**config.mk**
```make
export PLATFORM = sky130hd
export DESIGN_NAME = hwe_muldiv
export DESIGN_NICKNAME = d
export VERILOG_FILES = /design/src/rtl/hwe_pkg.sv /design/src/rtl/hwe_muldiv.sv
export SDC_FILE = /design/constraint.sdc
export NUM_CORES = 2
export LEC_CHECK = 0
export BUFFER_PORTS_ARGS = -buffer_cell sky130_fd_sc_hd__buf_4
export CAP_MARGIN = 20
export CORE_ASPECT_RATIO = 1.5
export CORE_UTILIZATION = 65
export CTS_BUF_LIST = sky130_fd_sc_hd__clkbuf_2 sky130_fd_sc_hd__clkbuf_4 sky130_fd_sc_hd__clkbuf_8
export DETAILED_ROUTE_END_ITERATION = 10
export PLACE_DENSITY = 0.83
export SYNTH_ARGS = -nofsm -noshare
export SYNTH_HDL_FRONTEND = slang
export SYNTH_SLANG_ARGS = --single-unit
export TNS_END_PERCENT = 100
```
**constraint.sdc**
```tcl
create_clock -name clk_i -period 23.3 [get_ports clk_i]
set_input_delay 4.66 -clock clk_i [delete_from_list [all_inputs] [get_ports clk_i]]
set_output_delay 4.66 -clock clk_i [all_outputs]
set_load 0.05 [all_outputs]
```
**src/rtl/hwe_pkg.sv**
```systemverilog
// ----------------------------------------------------------------------------
// hwe_pkg
// shared types and constants for the hardy-weinberg exact test block
// ----------------------------------------------------------------------------
package hwe_pkg;

  localparam int unsigned CountW = 13;
  localparam int unsigned ProbW  = 64;
  localparam int unsigned PvalW  = 33;
  localparam int unsigned ErrW   = 2;

  localparam logic [ErrW-1:0] ErrNone     = 2'd0;
  localparam logic [ErrW-1:0] ErrHetRare  = 2'd1;
  localparam logic [ErrW-1:0] ErrTotalMax = 2'd2;

  localparam logic [ProbW-1:0] OneQ44  = 64'h0000_1000_0000_0000;
  localparam logic [ProbW-1:0] OneQ32  = 64'h0000_0001_0000_0000;
  localparam logic [ProbW-1:0] HalfQ32 = 64'h0000_0000_8000_0000;
  localparam logic [ProbW-1:0] AllOnes = 64'hFFFF_FFFF_FFFF_FFFF;

  // request to the shared multiply-divide unit
  typedef struct packed {
    logic             start;
    logic [ProbW-1:0] a;
    logic [ProbW-1:0] b;
    logic [ProbW-1:0] c;
  } md_req_t;

  // answer from the shared multiply-divide unit
  typedef struct packed {
    logic             done;
    logic [ProbW-1:0] q;
  } md_rsp_t;

endpackage

```
**src/rtl/hwe_muldiv.sv**
```systemverilog
// ----------------------------------------------------------------------------
// hwe_muldiv
// floor(a*b/c) saturating to all ones; 32x32 partial products then a
// restoring divide one quotient bit per cycle
// ----------------------------------------------------------------------------
module hwe_muldiv (
  input  logic             clk_i,
  input  logic             rst_ni,
  input  hwe_pkg::md_req_t req_i,
  output hwe_pkg::md_rsp_t rsp_o
);

  typedef enum logic [4:0] {
    S_IDLE = 5'b00001,
    S_MUL  = 5'b00010,
    S_SUM  = 5'b00100,
    S_DIV  = 5'b01000,
    S_DONE = 5'b10000
  } md_state_e;

  md_state_e   state_q, state_d;
  logic [63:0] a_q, b_q, c_q;
  logic [63:0] p_q [4];
  logic [1:0]  pi_q, pi_d;
  logic [63:0] hi_q, hi_d, lo_q, lo_d, qt_q, qt_d;
  logic [6:0]  cnt_q, cnt_d;
  logic [63:0] prod;
  logic [31:0] ma, mb;
  logic [63:0] midw, lo_w, hi_w;
  logic [64:0] rem_sh;
  logic        ge;

  assign ma   = pi_q[1] ? a_q[63:32] : a_q[31:0];
  assign mb   = pi_q[0] ? b_q[63:32] : b_q[31:0];
  assign prod = {32'd0, ma} * {32'd0, mb};

  // p_q[0]=a0b0 [1]=a0b1 [2]=a1b0 [3]=a1b1
  assign midw = {32'd0, p_q[0][63:32]} + {32'd0, p_q[1][31:0]} + {32'd0, p_q[2][31:0]};
  assign lo_w = {midw[31:0], p_q[0][31:0]};
  assign hi_w = p_q[3] + {32'd0, p_q[1][63:32]} + {32'd0, p_q[2][63:32]}
              + {32'd0, midw[63:32]};

  assign rem_sh = {hi_q, lo_q[63]};
  assign ge     = rem_sh >= {1'b0, c_q};

  always_comb begin
    state_d = state_q;
    pi_d    = pi_q;
    hi_d    = hi_q;
    lo_d    = lo_q;
    qt_d    = qt_q;
    cnt_d   = cnt_q;
    case (state_q)
      S_IDLE: begin
        if (req_i.start) begin
          state_d = S_MUL;
          pi_d    = 2'd0;
        end
      end
      S_MUL: begin
        pi_d = pi_q + 2'd1;
        if (pi_q == 2'd3) state_d = S_SUM;
      end
      S_SUM: begin
        hi_d  = hi_w;
        lo_d  = lo_w;
        qt_d  = '0;
        cnt_d = '0;
        if (c_q == '0 || hi_w >= c_q) begin
          qt_d    = hwe_pkg::AllOnes;
          state_d = S_DONE;
        end else begin
          state_d = S_DIV;
        end
      end
      S_DIV: begin
        lo_d  = {lo_q[62:0], 1'b0};
        hi_d  = ge ? 64'(rem_sh - {1'b0, c_q}) : rem_sh[63:0];
        qt_d  = {qt_q[62:0], ge};
        cnt_d = cnt_q + 7'd1;
        if (cnt_q == 7'd63) state_d = S_DONE;
      end
      S_DONE:  state_d = S_IDLE;
      default: state_d = S_IDLE;
    endcase
  end

  always_ff @(posedge clk_i or negedge rst_ni) begin
    if (!rst_ni) begin
      state_q <= S_IDLE;
      pi_q    <= '0;
      cnt_q   <= '0;
    end else begin
      state_q <= state_d;
      pi_q    <= pi_d;
      cnt_q   <= cnt_d;
    end
  end

  always_ff @(posedge clk_i) begin
    if (state_q == S_IDLE && req_i.start) begin
      a_q <= req_i.a;
      b_q <= req_i.b;
      c_q <= req_i.c;
    end
    if (state_q == S_MUL) p_q[pi_q] <= prod;
    hi_q <= hi_d;
    lo_q <= lo_d;
    qt_q <= qt_d;
  end

  assign rsp_o.done = state_q == S_DONE;
  assign rsp_o.q    = qt_q;

endmodule

```
==> key figures <==
Cells and area
  – Layout area overhead: 7.86%
  – Most frequent cells in the layout: inv_1 (1089), nand2_1 (1085), fa_1 (964), edfxtp_1 (640), ha_1 (492)
  – Share of layout cells above drive strength 1: about 8.9%
  – Final #Nets: around 8300
  – Leading cell type in the layout, fill and taps excluded: inv_1
  – Filler cells: ~7300

Timing
  – Fin Clk Skew: 0.0394 ns
  – # setup viols final: 0
  – Slew @ Worst Pin: about 1.5 ns
  – RSZ-0062 raised after global routing: false
  – TNS Setup: 0 ns
  – Final Cycle Share: between 40 and 50%
  – Min cycle time layout: roughly 11 ns
  – Max frequency: about 90 MHz
  – Final hold violations: 0
  – Rel. slew slack: roughly 2.5%
  – Slew Limit Fails: 0

Clocking
  – CTS tree: done
  – Clock transition at path regs: roughly 0.07 ns
  – Setup Buffers After CTS: 0
  – Clk root buf: clkbuf_8
  – Clk_lat worst skew: 0.82 ns
  – CTS max path bufs: 3
  – CTS Buf Count: 96
  – Cts repair resizes: 0
  – Post-CTS Hold Buffers: 0
  – # H-tree levels: 3
  – # clock sinks: between 600 and 700

Outcome
  – Outcome: finished clean

Worst setup path
  – Critical Path AT: between 10 and 15 ns
  – Most used cell along the critical path: fa_1
  – Worst-path maximum fanout: 46
  – CP required: ~24 ns
  – Startpoint types: flop
  – WS Path Type: flop to flop
  – Highest-delay cell along the critical path: mux2_2
  – Internal reg-to-reg setup slack: between 10 and 15 ns
  – Endpoint type of the worst setup path: flop
  – Worst R2R Path Depth: 28
  – Delay of the slowest cell on the worst path: roughly 0.96 ns

Logic synthesis
  – Netlist cell types: between 80 and 90
  – Asr flop ratio synth: between 2 and 2.5%
  – Share of the synthesized area in the top cell type: roughly 29%
  – Syn Nets: 8161
  – Most common flop cell mapped by yosys: edfxtp_1
  – YS warnings: 0
  – Gate Count Post-Synth: 6510
  – Avg Cell Area, Syn: 10.2 µm²
  – Post-synth EDFFs: 640
  – Top post-synthesis cells by area: fa_1 (29%), edfxtp_1 (29%), ha_1 (9.2%), inv_1 (6.1%), nand2_1 (6.1%)
  – Synthesized flop and latch total: ~650
  – Synth Cell Area: ~0.067 mm²
  – Synth area leader: fa_1
  – Sequential area share after synthesis: between 20% and 30%

Global route
  – Pin count of the biggest net entering global routing: 139
  – Initial antenna violation count: 11
  – First-pass GRT wire length: 314000 µm
  – Total global routing overflow: 0
  – Vias in the first global route: between 50000 and 60000
  – Total GRT Usage: about two fifths

Drt
  – WL/cell: 25.6 µm
  – Final ANT Viol Nets: 0
  – Final routed DRC violation total: 0
  – Drt pass-1 iters: 6
  – Routed vias/inst: ~6.2
  – First DRT Iteration DRCs: roughly 4700
  – Via count: about 50000
  – Final wirelength: between 200000 and 250000 µm

Floorplanning
  – Initial Util: between 60% and 70%
  – Core footprint: slightly above 0.1 mm²
  – Row count: 143
  – Ports: 260
  – Die Wd: 263 µm
  – Die Ht: 394 µm
  – DIE AREA: roughly 0.10 mm²

Placement
  – Final Wtd Congestion: 1.02
  – Port Buffers: 259
  – HPWL reported at the end of detailed placement: between 150000 and 200000 µm

Hold path
  – Worst hold path depth: 1
  – Hold WC Path Type: flop to flop

Run
  – Max-Cap Viols: 0
state kept, by name (all words and copies together) (netlist names):
signal / flops
c_q: 64
pi_q: 2
cnt_q: 7
a_q: 64
state_q: 5
lo_q: 64
hi_q: 64
qt_q: 64
p_q: 256
b_q: 64
Yosys cell counts, types with 5 or more instances:
cell type / n
o21ai_1: 11
and3_1: 35
nor4_1: 23
o21ai_0: 154
clkbuf_1: 224
a2111oi_0: 6
a31o_2: 5
a21boi_0: 6
o31ai_1: 21
nor3_1: 37
nand2b_1: 28
or3_1: 13
and2_1: 55
and4_1: 7
a31oi_1: 20
o21bai_1: 31
a21o_1: 132
xnor2_1: 130
buf_4: 9
a211oi_1: 15
a221o_1: 5
o211ai_1: 25
fa_1: 964
nor2b_1: 17
edfxtp_1: 640
inv_1: 1091
ha_1: 492
a211o_1: 9
nor2_1: 399
dfrtp_1: 13
o21a_1: 102
mux2i_1: 56
a21oi_1: 276
mux2_2: 60
buf_1: 31
nand4_1: 55
a41oi_1: 7
nand3_1: 60
xor2_1: 75
nand2_1: 1086
worst max-delay path, delay by kind of cell, from the launching register on:
family	cells	cell delay (ns)
AOI/OAI and AO/OA	5	1.69
xor gates and xnor gates	1	0.89
adders and majority gates	9	4.46
DFF	1	0.77
buffers and inverters	8	1.08
muxes	1	0.96
and+or+nand+nor	4	0.72
kinds of logic (layout without fill, tap and decap cells):
group                      Yosys count  after routing  share of synthesized area (%)
and+or+nand+nor                   1838           1838                           11.6
buffers and inverters             1361           1608                           7.75
xor gates and xnor gates           205            205                           2.69
adders and majority gates         1456           1456                           38.2
DFF                                654            654                           29.4
muxes                              116            116                           1.85
AOI/OAI and AO/OA                  880            880                           8.56
other                                0             12                              0
layout make-up:
type / count / area [µm²] / share of cell area [%]
antenna: 12 / 30.0 / 0.0418
multi-input combinational: 4495 / 42000 / 58.4
tap: 1305 / 1630 / 2.27
inverter: 1092 / 4110 / 5.72
sequential: 654 / 19600 / 27.2
clock buffer: 109 / 1420 / 1.97
timing repair buffer: 341 / 2570 / 3.58
clock inverter: 66 / 556 / 0.773
stage by stage:
step / setup slack [ns] / instances / hold slack (ns) / cell area [µm²] / util (%)
after CTS: 12.54 / 8059 / 0.488 / 71800 / 70.8
after detailed placement: 12.60 / 7884 / 0.481 / 69800 / 68.8
after floorplan: 13.94 / 6510 / 0.450 / 66600 / -
after global routing: 12.04 / 8068 / 0.521 / 71900 / 70.8
final: 12.20 / 8074 / 0.482 / 71900 / 70.9
after global placement: 12.79 / 7882 / 0.460 / 69800 / 68.8
per-layer routing:
layer / GRT usage (%) / share of wire (%)
met3: 9.96 / 9.2
met2: 68.1 / 48
met1: 41.8 / 31
met4: 40.2 / 12
met5: 0 / 0.032
final timing paths:
check                                startpoint                endpoint
setup / recovery            pi_q[1]$_DFFE_PN0P_    p_q[3][52]$_DFFE_PP_
min in group asynchronous                rst_ni     pi_q[1]$_DFFE_PN0P_
setup reg to reg            pi_q[1]$_DFFE_PN0P_    p_q[3][52]$_DFFE_PP_
hold reg to reg            cnt_q[6]$_DFFE_PN0P_    cnt_q[6]$_DFFE_PN0P_
max in group asynchronous                rst_ni  state_q[0]$_DFFE_PN1P_
hold / removal             cnt_q[6]$_DFFE_PN0P_    cnt_q[6]$_DFFE_PN0P_
Power is left out: the tool's default activity adds up to more than one toggle a clock period on the data nets, which glitch-free logic cannot reach.
